File: config.mk
export PLATFORM = sky130hd
export DESIGN_NAME = fltm_entry_unit
export DESIGN_NICKNAME = d
export VERILOG_FILES = /design/src/rtl/core/fltm_pkg.sv /design/src/rtl/core/fltm_entry_unit.sv
export SDC_FILE = /design/constraint.sdc
export NUM_CORES = 1
export LEC_CHECK = 0
export BUFFER_PORTS_ARGS = -buffer_cell sky130_fd_sc_hd__buf_2
export CAP_MARGIN = 10
export CORE_AREA = 2 2 112 125
export DETAILED_ROUTE_END_ITERATION = 8
export DIE_AREA = 0 0 114 127
export PLACE_DENSITY = 0.47
export SLEW_MARGIN = 20
export SYNTH_ARGS = -nofsm -noshare
export SYNTH_HDL_FRONTEND = slang
export SYNTH_SLANG_ARGS = --single-unit
export TNS_END_PERCENT = 30
File: constraint.sdc
create_clock -name vclk -period 3.87
set_input_delay 0.5805 -clock vclk [all_inputs]
set_output_delay 0.5805 -clock vclk [all_outputs]
set_load 0.005 [all_outputs]
File: src/rtl/core/fltm_pkg.sv
package fltm_pkg;

    // fixed field widths
    localparam int ENTRY_W  = 64;
    localparam int BASE_W   = 40;
    localparam int VPN_W    = 36;
    localparam int STATUS_W = 2;
    localparam int ADDED_W  = 2;

    // result status codes
    localparam logic [STATUS_W-1:0] ST_DONE       = 2'd0;
    localparam logic [STATUS_W-1:0] ST_MISSING    = 2'd1;
    localparam logic [STATUS_W-1:0] ST_POOL_EMPTY = 2'd2;
    localparam logic [STATUS_W-1:0] ST_SKIPPED    = 2'd3;

    // request opcodes
    localparam logic OP_MAP   = 1'b0;
    localparam logic OP_UNMAP = 1'b1;

endpackage

File: src/rtl/core/fltm_entry_unit.sv
module fltm_entry_unit
    import fltm_pkg::*;
#(
    parameter int TABLE_PAGES      = 64,
    parameter int PAGE_OFFSET_BITS = 12,
    localparam int PGW = $clog2(TABLE_PAGES)
) (
    input  logic [ENTRY_W-1:0] entry,
    input  logic [BASE_W-1:0]  pool_base,
    output logic               present,
    output logic               hit,
    output logic [PGW-1:0]     page
);

    localparam int FW = ENTRY_W - PAGE_OFFSET_BITS;

    logic [FW-1:0] rel;

    // either flag bit marks the entry present
    assign present = |entry[1:0];

    // pool-relative page, modulo the frame field
    assign rel = entry[ENTRY_W-1:PAGE_OFFSET_BITS] - {{(FW-BASE_W){1'b0}}, pool_base};

    assign hit  = present && (rel < FW'(TABLE_PAGES));
    assign page = rel[PGW-1:0];

endmodule

=== After elaboration in Yosys (flattened, before gate mapping) ===
Index checks and enable logic that the tools add are counted.

* Output and inout port bits: 8
* Logic and storage cells: 4
* Flip-flop bits (word level): 0
* Bits of input ports: 104

* Magnitude comparators: 1
* Reductions and logical operators: 2
* Add/subtract/negate cells: 1

{| class="wikitable"
|+ Operators with widths
! cell !! number
|-
| $lt A52 B7 Y1 const B || 1
|-
| $sub A52 B40 Y52 || 1
|-
| $reduce_or A2 Y1 || 1
|-
| $logic_and A1 B1 Y1 || 1
|}

=== Depth between registers and ports, before layout ===
Gate-level depths: netlist (run 1).

* Depth after elaboration: 3
* Mapped depth: 14
* Gate-level depth less buffers: 14

=== Worst setup path before layout (run 1) ===
Ideal clock, no wire load.

* Path kind: input -> output
* Start point: input port pool_base[39]
* End point: output port hit
* Required time: 3.289 ns
* Stages on the path: 12
* Path buffers: 1
* Arrival: 3.149 ns
* Slack: 0.140 ns
* Cells stage by stage: inv_1 -> ha_1 -> or4_4 -> buf_6 -> nor4b_1 -> mux2i_1 -> o2111ai_1 -> a2111oi_2 -> nand4_1 -> nor4_2 -> nand4_1 -> nor4_2

* Cells in the longest elaborated chain, start to end: 3

{| class="wikitable"
|+ RTL lines
! item !! RTL line !! text
|-
| start, declared || fltm_entry_unit.sv:9 || <nowiki>input logic [BASE_W-1:0] pool_base,</nowiki>
|-
| $sub A52 B40 Y52 || fltm_entry_unit.sv:23 || <nowiki>assign rel = entry[ENTRY_W-1:PAGE_OFFSET_BITS] - {{(FW-BASE_W){1'b0}}, pool_base};</nowiki>
|-
| $lt A52 B7 Y1 || fltm_entry_unit.sv:25 || <nowiki>assign hit = present && (rel < FW'(TABLE_PAGES));</nowiki>
|-
| $logic_and A1 B1 Y1 || fltm_entry_unit.sv:25 ||
|-
| end, declared || fltm_entry_unit.sv:11 || <nowiki>output logic hit,</nowiki>
|}

Every way passes these cells.

=== Worst setup path after layout (run 1) ===
* Start point: input port entry[12]
* End point: output port hit

* Cells in the longest elaborated chain, start to end: 3

{| class="wikitable"
|+ RTL lines
! item !! RTL line !! text
|-
| start, declared || fltm_entry_unit.sv:8 || <nowiki>input logic [ENTRY_W-1:0] entry,</nowiki>
|-
| $sub A52 B40 Y52 || fltm_entry_unit.sv:23 ||
|-
| $lt A52 B7 Y1 || fltm_entry_unit.sv:25 ||
|-
| $logic_and A1 B1 Y1 || fltm_entry_unit.sv:25 ||
|}

Every way passes these cells.

==> impl_metrics.sql, run 1 <==
INSERT INTO impl_metrics (metric_group, metric, value, unit) VALUES
('synth', 'yosys_warnings', '0', ''),
('power_and_ir_drop', 'sequentialPowerShare', '0', '%'),
('worst_setup_path', 'crit_path_max_fanout', '3', ''),
('hold_path', 'worst_hold_path_type', 'primary input to primary output', ''),
('synth', 'ys_top_cells_by_area', 'sky130_fd_sc_hd__ha_1 (16%), sky130_fd_sc_hd__a21oi_1 (7.8%), sky130_fd_sc_hd__nand2_1 (7.3%)', ''),
('route', 'drt-vias-per-instance', '4.96', ''),
('power_and_ir_drop', 'switching_power', '0.403', 'mW'),
('cells_and_area', 'drive_above_1_share', '37.8', '%'),
('worst_setup_path', 'total_stage_count_of_the_critical_path', '17', ''),
('power_and_ir_drop', 'cellInternalPower', '0.372', 'mW'),
('worst_setup_path', 'slowest_stage', 'sky130_fd_sc_hd__or4_1', ''),
('cells_and_area', 'post_layout_nonfiller_instances', '867', ''),
('power_and_ir_drop', 'clkPwrFrac', '0', '%'),
('power_and_ir_drop', 'leakage', '2.40', 'nW'),
('worst_setup_path', 'critical_path.max_stage_delay', '540', 'ps'),
('global_route', 'grtUsageTotal', '16.5', '%'),
('outcome', 'violations', 'setup timing', ''),
('power_and_ir_drop', 'combPwrFrac', '100.0', '%'),
('sta', 'grt_setup_unrepaired', 'true', ''),
('worst_setup_path', 'cp-start-kind', 'primary input', ''),
('route', 'route.vias.total', '4303', ''),
('place', 'pre_cts_ws', '-340', 'ps'),
('route', 'met3_length', '359', 'µm'),
('worst_setup_path', 'setup_crit_start', 'entry[12]', ''),
('cells_and_area', 'n_fill_cell', '1458', ''),
('synth', 'netlist.top_cell.by_area', 'sky130_fd_sc_hd__ha_1', ''),
('cells_and_area', 'flow.area_growth_from_synthesis', '51.8', '%'),
('cells_and_area', 'seq_cell_count', '0', ''),
('worst_setup_path', 'cp_cell_sequence', 'buf_2 > inv_1 > ha_1 > inv_1 > fa_2 > a211oi_2 > o21ai_2 > a211oi_4 > buf_4 > nor3_4 > nor2_1 > or4_1 > mux2i_1 > nor4_1 > nand4_1 > nor4_2 > buf_2', ''),
('sta', 'fmaxAchievable', '248', 'MHz'),
('floorplanning', 'starting_utilization_of_the_core_area', '24.6', '%'),
('global_route', 'grt_start_max_net_pins', '16', ''),
('sta', 'postLayoutSetupSlackWorst', '-163', 'ps'),
('synth', 'synth.distinct_cells', '70', ''),
('floorplanning', 'core_area', '13100', 'µm²'),
('cts', 'holdBufCountCts', '0', ''),
('sta', 'worst_slew_margin_relative_to_its_limit', '63.4', '%'),
('outcome', 'outcome', 'finished with violations', ''),
('cells_and_area', 'clock_buffers', '0', ''),
('synth', 'netlist_instances', '495', ''),
('worst_setup_path', 'critPathKind', 'primary input to primary output', ''),
('cells_and_area', 'seqCellArea', '0', 'µm²'),
('worst_setup_path', 'setup_crit_end', 'hit', ''),
('power_and_ir_drop', 'power.ir.vdd_worst', '67.1', 'µV'),
('global_route', 'grt_overflow', '0', ''),
('route', 'wl_met2', '6070', 'µm'),
('power_and_ir_drop', 'switching_share_of_total_power', '52.0', '%'),
('cells_and_area', 'num-nets-final', '853', ''),
('cells_and_area', 'multi_input_comb_area', '3060', 'µm²'),
('route', 'totalWireLength', '12100', 'µm'),
('route', 'detail-route-antenna-nets', '0', ''),
('sta', 'period_share', '104', '%'),
('sta', 'timing.final.setup_violations', '1', ''),
('floorplanning', 'die_area', '14500', 'µm²'),
('place', 'dp.cells', '865', ''),
('sta', 'timing.final.hold_violations', '0', ''),
('run', 'timing.max_cap.violations', '0', ''),
('sta', 'final-max-slew-violation-count', '0', ''),
('synth', 'syn_area', '3220', 'µm²'),
('cells_and_area', 'insertedDiodeCount', '0', ''),
('global_route', 'grt_pass1_vias', '4444', ''),
('worst_setup_path', 'worst_ep_arrival_time', '3450', 'ps'),
('synth', 'synth_top_area_share', '15.5', '%'),
('route', 'detail_route.drc_violations', '0', ''),
('cells_and_area', 'finalInstanceArea', '4890', 'µm²'),
('worst_setup_path', 'critPathRequiredTime', '3290', 'ps'),
('route', 'top_layer_used', 'met5', ''),
('synth', 'synth.most_common_cell', 'sky130_fd_sc_hd__nand2_1', ''),
('sta', 'finalWorstPathRequiredPeriod', '4030', 'ps'),
('synth', 'synth_seq_area_share', '0', '%'),
('sta', 'tightest_slew', '545', 'ps');
power by group through the flow:
stage          sequential (mW)  clock [mW]  combinational, mW
3_3_place_gp                 0           0              0.744
3_5_place_dp                 0           0              0.747
6_report                     0           0              0.774
5_1_grt                      0           0              0.859
2_1_floorplan                0           0              0.420
4_1_cts                      0           0              0.759
metal layers:
metal,vias up,track usage (%)
met1,1943,20.9
li1,2246,-
met4,2,2.80
met2,95,31.4
met5,-,0
met3,17,0.522
worst min-delay path: cells and delay by family:
family	cells	cell delay, ps
buf+inv	2	170
simple gates	1	100
through the flow:
step	setup TNS (ps)	utilization [%]	hold slack, ps
floorplan	0	-	1260
global placement	-313	36.3	1430
detailed placement	-340	36.3	1440
CTS	-209	36.8	1440
global route	-364	37.3	1460
finish	-163	37.3	1440
cell usage in the layout, fill, tap and decap left out, drive strengths merged, types with 6 or more instances in the layout:
cell type,n
nand2,63
o21ai,28
xnor2,15
nand3,17
xor2,15
a21o,15
a21oi,52
o31ai,8
nand4,11
ha,40
o211ai,9
nor2,39
or4,6
nor3,10
mux2i,6
buf,227
o21bai,6
a211oi,11
inv,48
nor4,12
timing repair:
item	CTS	global route
endpoints found under the setup margin	1	1
gates resized for setup	11	13
pin swaps	7	6
setup buffers	2	0
layout make-up:
type / instances / share of cell area (%)
multi-input combinational: 431 / 62.5
timing repair buffer: 227 / 29.7
inverter: 48 / 3.69
tap: 161 / 4.12
logic make-up after synthesis:
group                      after synthesis  synth area share [%]
xor gates and xnor gates                30                  8.16
and+or+nand+nor                        188                  30.2
muxes                                    7                  2.22
adders and majority gates               41                  16.2
AOI/OAI and AO/OA                      165                  34.7
buffers and inverters                   64                  8.59
worst min path at each step:
stage                   from  endpoint  slack, ps  cells past startpoint
floorplan           entry[0]   present       1260                      1
global placement    entry[1]   present       1430                      3
detailed placement  entry[1]   present       1440                      3
CTS                 entry[1]   present       1440                      3
global route        entry[0]   present       1460                      3
finish              entry[1]   present       1440                      3
Power figures use the tool's default switching activity.
==> run 2: changes to the inputs <==
ABC_AREA = 1   (was default)
CORE_AREA = 2 2 125 139   (was 2 2 112 125)
DIE_AREA = 0 0 127 141   (was 0 0 114 127)
PLACE_DENSITY = 0.46   (was 0.47)
SETUP_SLACK_MARGIN = 0.4   (was default)
==> run 2 against run 1 <==
Against the previous run:
- the run now ends clean
- cell area is 5.9% higher
- count of clock-buffer cells in the layout unchanged
- die area rose by 24%
- combinational power is 7.4% lower
- sequential share of layout area unchanged
- critical path depth fell by 3
- via count up 22%
- worst setup slack improved by 700 ps
- sequential cell count is the same
- cell count rose by 37%
- utilization down 6.2 points
- non-clock buffer count fell by 118
- critical endpoint unchanged
- largest power group unchanged
==> impl_metrics.sql, run 2 <==
INSERT INTO impl_metrics (metric_group, metric, value, unit) VALUES
('route', 'starting_drt_drc_count', '251', ''),
('worst_setup_path', 'critPathRequiredTime', '3290', 'ps'),
('synth', 'synth_mux_area_share', '0', '%'),
('worst_setup_path', 'cp_cell_sequence', 'buf_2 > inv_1 > ha_1 > nand2_1 > o21ai_0 > o21bai_1 > a21oi_2 > o21a_1 > nand3b_1 > nand2_1 > nor2_1 > nand3_1 > nor2_1 > buf_2', ''),
('cells_and_area', 'drive_above_1_share', '21.6', '%'),
('sta', 'finalWorstPathRequiredPeriod', '3330', 'ps'),
('power_and_ir_drop', 'leakage', '3.15', 'nW'),
('synth', 'main_combinational_cell_family_by_area_after_synthesis', 'simple AND/OR/NAND/NOR gates', ''),
('synth', 'netlist_instances', '873', ''),
('worst_setup_path', 'slowest_stage', 'sky130_fd_sc_hd__ha_1', ''),
('hold_path', 'worst_hold_path_type', 'primary input to primary output', ''),
('route', 'drt-vias-per-instance', '4.41', ''),
('sta', 'setup_tns', '0', 'ps'),
('synth', 'average_instance_area_after_synthesis', '4.67', 'µm²'),
('floorplanning', 'core_area', '16600', 'µm²'),
('sta', 'postLayoutSetupSlackWorst', '536', 'ps'),
('floorplanning', 'floorplan.rows', '50', ''),
('floorplanning', 'pin_count', '112', ''),
('route', 'detail_route.wl_per_cell', '12.7', 'µm'),
('sta', 'worst_slew_margin_relative_to_its_limit', '72.7', '%'),
('sta', 'fmaxAchievable', '300', 'MHz'),
('cells_and_area', 'seq_cell_count', '0', ''),
('synth', 'area_share_of_fa_ha_maj_cells_after_synthesis', '12.8', '%'),
('worst_setup_path', 'worst_ep_arrival_time', '2750', 'ps'),
('cells_and_area', 'seqCellArea', '0', 'µm²'),
('run', 'timing.max_cap.violations', '0', ''),
('cells_and_area', 'n_fill_cell', '2021', ''),
('place', 'place.port_buffers', '102', ''),
('worst_setup_path', 'critical_path.max_stage_delay', '400', 'ps'),
('global_route', 'grt_start_max_net_pins', '6', ''),
('sta', 'grt_setup_unrepaired', 'false', ''),
('global_route', 'grt_util_met1', '19.2', '%'),
('global_route', 'grtUsageTotal', '15.8', '%'),
('worst_setup_path', 'cp-start-kind', 'primary input', ''),
('outcome', 'outcome', 'completed', ''),
('route', 'detail-route-antenna-nets', '0', ''),
('synth', 'synth_top_area_share', '29.5', '%'),
('global_route', 'grt_antenna_before_repair', '0', ''),
('cells_and_area', 'final_util', '31.1', '%'),
('synth', 'synth_compound_gate_area_share', '10.0', '%'),
('global_route', 'grt_use_met2', '30.3', '%'),
('power_and_ir_drop', 'power.ir.vdd_worst', '56.7', 'µV'),
('worst_setup_path', 'crit_path_max_fanout', '4', ''),
('floorplanning', 'die_span_in_x', '127', 'µm'),
('floorplanning', 'die_area', '17900', 'µm²'),
('cells_and_area', 'insertedDiodeCount', '0', ''),
('synth', 'ys_top_cells_by_area', 'sky130_fd_sc_hd__nand2_1 (29%), sky130_fd_sc_hd__inv_1 (19%), sky130_fd_sc_hd__ha_1 (12%)', ''),
('cells_and_area', 'commonest_non_fill_non_tap_cells_in_the_layout', 'sky130_fd_sc_hd__nand2_1 (301), sky130_fd_sc_hd__inv_1 (204), sky130_fd_sc_hd__buf_2 (102)', ''),
('floorplanning', 'starting_utilization_of_the_core_area', '24.5', '%'),
('cells_and_area', 'clock_buffers', '0', ''),
('sta', 'tightest_slew', '406', 'ps'),
('place', 'pre_cts_ws', '291', 'ps'),
('synth', 'synth_seq_area_share', '0', '%'),
('global_route', 'grt_pass1_vias', '4835', ''),
('place', 'dp_hpwl', '13600', 'µm'),
('sta', 'final-max-slew-violation-count', '0', ''),
('synth', 'synth.most_common_cell', 'sky130_fd_sc_hd__nand2_1', ''),
('synth', 'post_synth_and_or_nand_nor_area_fraction', '56.0', '%'),
('sta', 'timing.final.setup_violations', '0', ''),
('global_route', 'grt_overflow', '0', ''),
('sta', 'period_share', '86.2', '%'),
('synth', 'post_synth_most_frequent_cells', 'sky130_fd_sc_hd__nand2_1 (320), sky130_fd_sc_hd__inv_1 (206), sky130_fd_sc_hd__nor2_1 (102), sky130_fd_sc_hd__nand3_1 (59), sky130_fd_sc_hd__a21oi_1 (45)', ''),
('cells_and_area', 'multi_input_comb_area', '3580', 'µm²'),
('floorplanning', 'die_height', '141', 'µm'),
('synth', 'syn_area', '4080', 'µm²'),
('cells_and_area', 'flow.area_growth_from_synthesis', '26.9', '%'),
('cells_and_area', 'layout_commonest_cell', 'sky130_fd_sc_hd__nand2_1', ''),
('route', 'detailedRoute.firstPassIterationCount', '5', ''),
('worst_setup_path', 'setup.worst_path.end_class', 'primary output', ''),
('route', 'detail_route.drc_violations', '0', ''),
('global_route', 'most_used_layer_global_route', 'met2', ''),
('synth', 'yosys_warnings', '0', ''),
('place', 'routabilityCongestion', '0.919', ''),
('power_and_ir_drop', 'power_density', '139', 'nW/µm²'),
('route', 'totalWireLength', '15100', 'µm'),
('synth', 'netlist.top_cell.by_area', 'sky130_fd_sc_hd__nand2_1', ''),
('route', 'route.vias.total', '5244', ''),
('worst_setup_path', 'critPathKind', 'primary input to primary output', ''),
('synth', 'synth_xor_area_share', '2.15', '%'),
('global_route', 'grt_pass1_wl', '23000', 'µm'),
('sta', 'timing.final.hold_violations', '0', ''),
('global_route', 'met3_demand_to_capacity_share_in_global_routing', '0.531', '%'),
('cells_and_area', 'num-nets-final', '1129', ''),
('synth', 'synth.net_count', '1018', ''),
('synth', 'synth.distinct_cells', '28', ''),
('cts', 'holdBufCountCts', '0', '');
==> run 2: cell count changes after synthesis, moves of 8 or more <==
cell	previous run	this run
sky130_fd_sc_hd__a211oi_1	8	0
sky130_fd_sc_hd__a21o_1	15	1
sky130_fd_sc_hd__clkbuf_1	8	0
sky130_fd_sc_hd__inv_1	48	206
sky130_fd_sc_hd__nand2_1	63	320
sky130_fd_sc_hd__nand2_2	0	20
sky130_fd_sc_hd__nand3_1	16	59
sky130_fd_sc_hd__nor2_1	38	102
sky130_fd_sc_hd__o211ai_1	9	0
sky130_fd_sc_hd__o21ai_1	9	0
sky130_fd_sc_hd__o31ai_1	8	0
sky130_fd_sc_hd__xnor2_1	15	2
==> run 2: metrics by stage <==
stage	cells	cell area [µm²]	total power [mW]	hold slack (ps)
6_report	1190	5180	0.717	1440
2_1_floorplan	873	4080	0.443	1260
3_5_place_dp	1183	4850	0.659	1450
5_1_grt	1190	5180	0.799	1460
4_1_cts	1188	4920	0.675	1450
3_3_place_gp	1183	4850	0.660	1450
==> run 2: cell type report <==
type	instances	area share, %
inverters	207	15.0
multi-input cells	666	69.1
well taps	208	5.03
repair buffers	109	10.9
==> run 2: what timing repair did <==
item                       4_1_cts  5_1_grt
setup endpoints to repair        1        1
setup buffers                    5        2
pin swaps                       15       11
gates resized for setup         12       66
==> run 2: routing by layer <==
layer / part of all wire [%] / vias to the layer above
met4: 2.4 / 0
met2: 50 / 131
met3: 3.7 / 20
met5: 0 / -
met1: 44 / 2233
li1: - / 2860
==> run 2: logic make-up after synthesis <==
logic type | after synthesis
adder cells (fa/ha/maj) | 41
XOR/XNOR | 10
AO/OA/AOI/OAI | 75
AND/OR/NAND/NOR | 540
buffers and inverters | 207
==> run 2: final timing paths <==
path	to	startpoint	cells after the start
worst max-delay path	hit	pool_base[33]	14
worst min-delay path	present	entry[0]	3
==> run 2: power by group <==
| group | internal [mW] | switching [mW] | total [mW] |
|---|---|---|---|
| clock | 0 | 0 | 0 |
| sequential | 0 | 0 | 0 |
| combinational | 0.260 | 0.457 | 0.717 |
==> run 2: critical path: cells and delay by family <==
| family | cells | cell delay [ps] |
|---|---|---|
| adders and majority gates | 1 | 400 |
| buffers and inverters | 3 | 220 |
| AOI/OAI and AO/OA | 4 | 860 |
| and+or+nand+nor | 6 | 690 |
==> run 3: changes to the inputs <==
MAX_ROUTING_LAYER = met4   (was default)
clock period = 3.35 ns   (was 3.87 ns; I/O delays follow)
==> run 3 against run 2 <==
Against the previous run:
- global-route usage up 1.1 points
- first-iteration DRC count fell by 4.0%
- via count increased by 0.34%
- die area unchanged
- utilization hardly changed
- cell area barely moved
- routed wire length increased by 1.2%
- hold slack worse by 160 ps
- count of clock-buffer cells in the layout unchanged
- combinational power is 15% higher
- highest routed layer unchanged
==> impl_metrics.sql, run 3 (same netlist as run 2, synthesis figures left out) <==
INSERT INTO impl_metrics (metric_group, metric, value, unit) VALUES
('cells_and_area', 'seqCellArea', '0', 'µm²'),
('global_route', 'grt_start_max_net_pins', '6', ''),
('sta', 'tightest_slew', '435', 'ps'),
('worst_setup_path', 'cp.buffers_inverters', '4', ''),
('sta', 'timing.final.hold_violations', '0', ''),
('sta', 'final-max-slew-violation-count', '0', ''),
('power_and_ir_drop', 'leakage', '3.23', 'nW'),
('place', 'place.port_buffers', '102', ''),
('cells_and_area', 'insertedDiodeCount', '0', ''),
('power_and_ir_drop', 'finalPower', '0.828', 'mW'),
('sta', 'fmaxAchievable', '308', 'MHz'),
('global_route', 'grt_overflow', '0', ''),
('route', 'wl_met2', '7400', 'µm'),
('hold_path', 'worst_hold_path_type', 'primary input to primary output', ''),
('hold_path', 'min_from', 'entry[0]', ''),
('floorplanning', 'floorplan.rows', '50', ''),
('route', 'detail-route-antenna-nets', '0', ''),
('worst_setup_path', 'setup.worst_path.end_class', 'primary output', ''),
('floorplanning', 'die_span_in_x', '127', 'µm'),
('route', 'detail_route.drc_violations', '0', ''),
('power_and_ir_drop', 'power.ir.vdd_worst', '73.9', 'µV'),
('cells_and_area', 'post_layout_nonfiller_instances', '1208', ''),
('worst_setup_path', 'slowest_stage', 'sky130_fd_sc_hd__fa_2', ''),
('route', 'drt-vias-per-instance', '4.36', ''),
('worst_setup_path', 'worst_ep_arrival_time', '2750', 'ps'),
('outcome', 'outcome', 'completed', ''),
('place', 'dpl-instance-area', '5020', 'µm²'),
('route', 'route.vias.total', '5262', ''),
('worst_setup_path', 'cp_cell_sequence', 'buf_6 > inv_4 > ha_4 > inv_4 > fa_2 > nand2_4 > nand2_4 > nand3_4 > nand2_4 > nand2_2 > nand2_1 > nor2_1 > nand2_1 > nor2_2 > nand2_1 > nor3_2 > nand3_1 > nor2_2 > nand3_2 > nor2_2 > buf_2', ''),
('hold_path', 'holdPathEnd', 'present', ''),
('worst_setup_path', 'critPathKind', 'primary input to primary output', ''),
('cells_and_area', 'layout_commonest_cell', 'sky130_fd_sc_hd__nand2_1', ''),
('cells_and_area', 'finalInstanceArea', '5180', 'µm²'),
('run', 'timing.max_cap.violations', '0', ''),
('worst_setup_path', 'crit_family', 'simple AND/OR/NAND/NOR gates', ''),
('global_route', 'grt_antenna_before_repair', '0', ''),
('sta', 'grt_setup_unrepaired', 'true', ''),
('cells_and_area', 'num-nets-final', '1147', ''),
('power_and_ir_drop', 'cellInternalPower', '0.313', 'mW'),
('cells_and_area', 'drive_above_1_share', '19.7', '%'),
('global_route', 'grt_pass1_vias', '4929', ''),
('floorplanning', 'die_area', '17900', 'µm²'),
('sta', 'timing.final.setup_violations', '0', ''),
('worst_setup_path', 'critical_path.max_stage_delay', '410', 'ps'),
('sta', 'finalWorstPathRequiredPeriod', '3250', 'ps'),
('floorplanning', 'die_height', '141', 'µm'),
('worst_setup_path', 'crit_path_max_fanout', '4', ''),
('place', 'dp.cells', '1206', ''),
('power_and_ir_drop', 'sequentialPowerShare', '0', '%'),
('hold_path', 'hold-path-cell-count', '3', ''),
('global_route', 'grt_pass1_wl', '24000', 'µm'),
('cells_and_area', 'clock_buffers', '0', ''),
('route', 'starting_drt_drc_count', '241', ''),
('power_and_ir_drop', 'switching_share_of_total_power', '62.2', '%'),
('route', 'detailedRoute.firstPassIterationCount', '6', ''),
('cells_and_area', 'commonest_non_fill_non_tap_cells_in_the_layout', 'sky130_fd_sc_hd__nand2_1 (312), sky130_fd_sc_hd__inv_1 (204), sky130_fd_sc_hd__buf_2 (101)', ''),
('route', 'met1_length', '6800', 'µm'),
('route', 'top_layer_used', 'met4', ''),
('route', 'totalWireLength', '15300', 'µm'),
('cells_and_area', 'flow.area_growth_from_synthesis', '27.1', '%'),
('place', 'dp_hpwl', '13900', 'µm'),
('sta', 'period_share', '97.0', '%'),
('worst_setup_path', 'critPathRequiredTime', '2850', 'ps'),
('cells_and_area', 'seq_cell_count', '0', ''),
('power_and_ir_drop', 'clkPwrFrac', '0', '%'),
('floorplanning', 'pin_count', '112', ''),
('floorplanning', 'starting_utilization_of_the_core_area', '24.5', '%'),
('route', 'met3_length', '534', 'µm'),
('floorplanning', 'core_area', '16600', 'µm²'),
('worst_setup_path', 'cp-start-kind', 'primary input', ''),
('global_route', 'grtUsageTotal', '16.9', '%'),
('power_and_ir_drop', 'switching_power', '0.516', 'mW'),
('power_and_ir_drop', 'combPwrFrac', '100.0', '%'),
('place', 'routabilityCongestion', '0.918', ''),
('power_and_ir_drop', 'power_density', '160', 'nW/µm²'),
('route', 'detail_route.wl_per_cell', '12.7', 'µm'),
('sta', 'worst_slew_margin_relative_to_its_limit', '70.8', '%');
-- run 3: cell count changes in the layout (fill, tap and decap cells not counted), moves of 7 or more --
cell                      change
sky130_fd_sc_hd__a21oi_1      +8
sky130_fd_sc_hd__a21oi_2      -7
sky130_fd_sc_hd__buf_4       +18
sky130_fd_sc_hd__ha_1         +7
sky130_fd_sc_hd__nand2_1     +11
sky130_fd_sc_hd__nand2_2     -11
-- run 3: timing repair --
item | 4_1_cts | 5_1_grt
setup endpoints to repair | 1 | 1
hold buffers | 0 | 0
gates resized for setup | 3 | 38
cloned | 0 | 0
buffers inserted | 0 | 2
pin swaps | 0 | 15
-- run 3: layout make-up --
cell class,instances,area (µm²)
inverter,207,782
fill,1988,11500
timing repair buffer,127,704
multi-input combinational,666,3430
tap,208,260
-- run 3: routing by layer --
metal | up-vias | global-route usage (%)
met1 | 2180 | 20.4
met2 | 148 | 31.2
met5 | - | -
met4 | 0 | 4.22
li1 | 2906 | -
met3 | 28 | 0.266
-- run 3: stage by stage --
stage               setup slack [ps]  setup TNS (ps)  hold WS, ps  util [%]
floorplan                        532               0         1100         -
global placement               -8.63           -8.63         1290      30.2
detailed placement             -45.6           -45.6         1290      30.2
CTS                             72.6               0         1290      30.2
global route                    -134            -134         1290      31.1
finish                           102               0         1280      31.1
-- run 3: worst max-delay path by stage --
stage | startpoint | to | slack (ps) | cells past startpoint
after global placement | entry[12] | hit | -9 | 21
after CTS | entry[12] | hit | 70 | 21
after detailed placement | entry[12] | hit | -50 | 21
final | entry[12] | hit | 100 | 21
after floorplan | entry[12] | hit | 530 | 21
after global routing | entry[12] | hit | -130 | 21
-- run 3: power groups by stage --
stage	clock [mW]	sequential [mW]	combinational, mW
2_1_floorplan	0	0	0.512
3_3_place_gp	0	0	0.799
3_5_place_dp	0	0	0.798
4_1_cts	0	0	0.805
5_1_grt	0	0	0.938
6_report	0	0	0.828
-- run 3: worst min-delay path, cell delays in order --
cell,delay (ps)
sky130_fd_sc_hd__buf_2,70
sky130_fd_sc_hd__or2_2,100
sky130_fd_sc_hd__buf_2,100
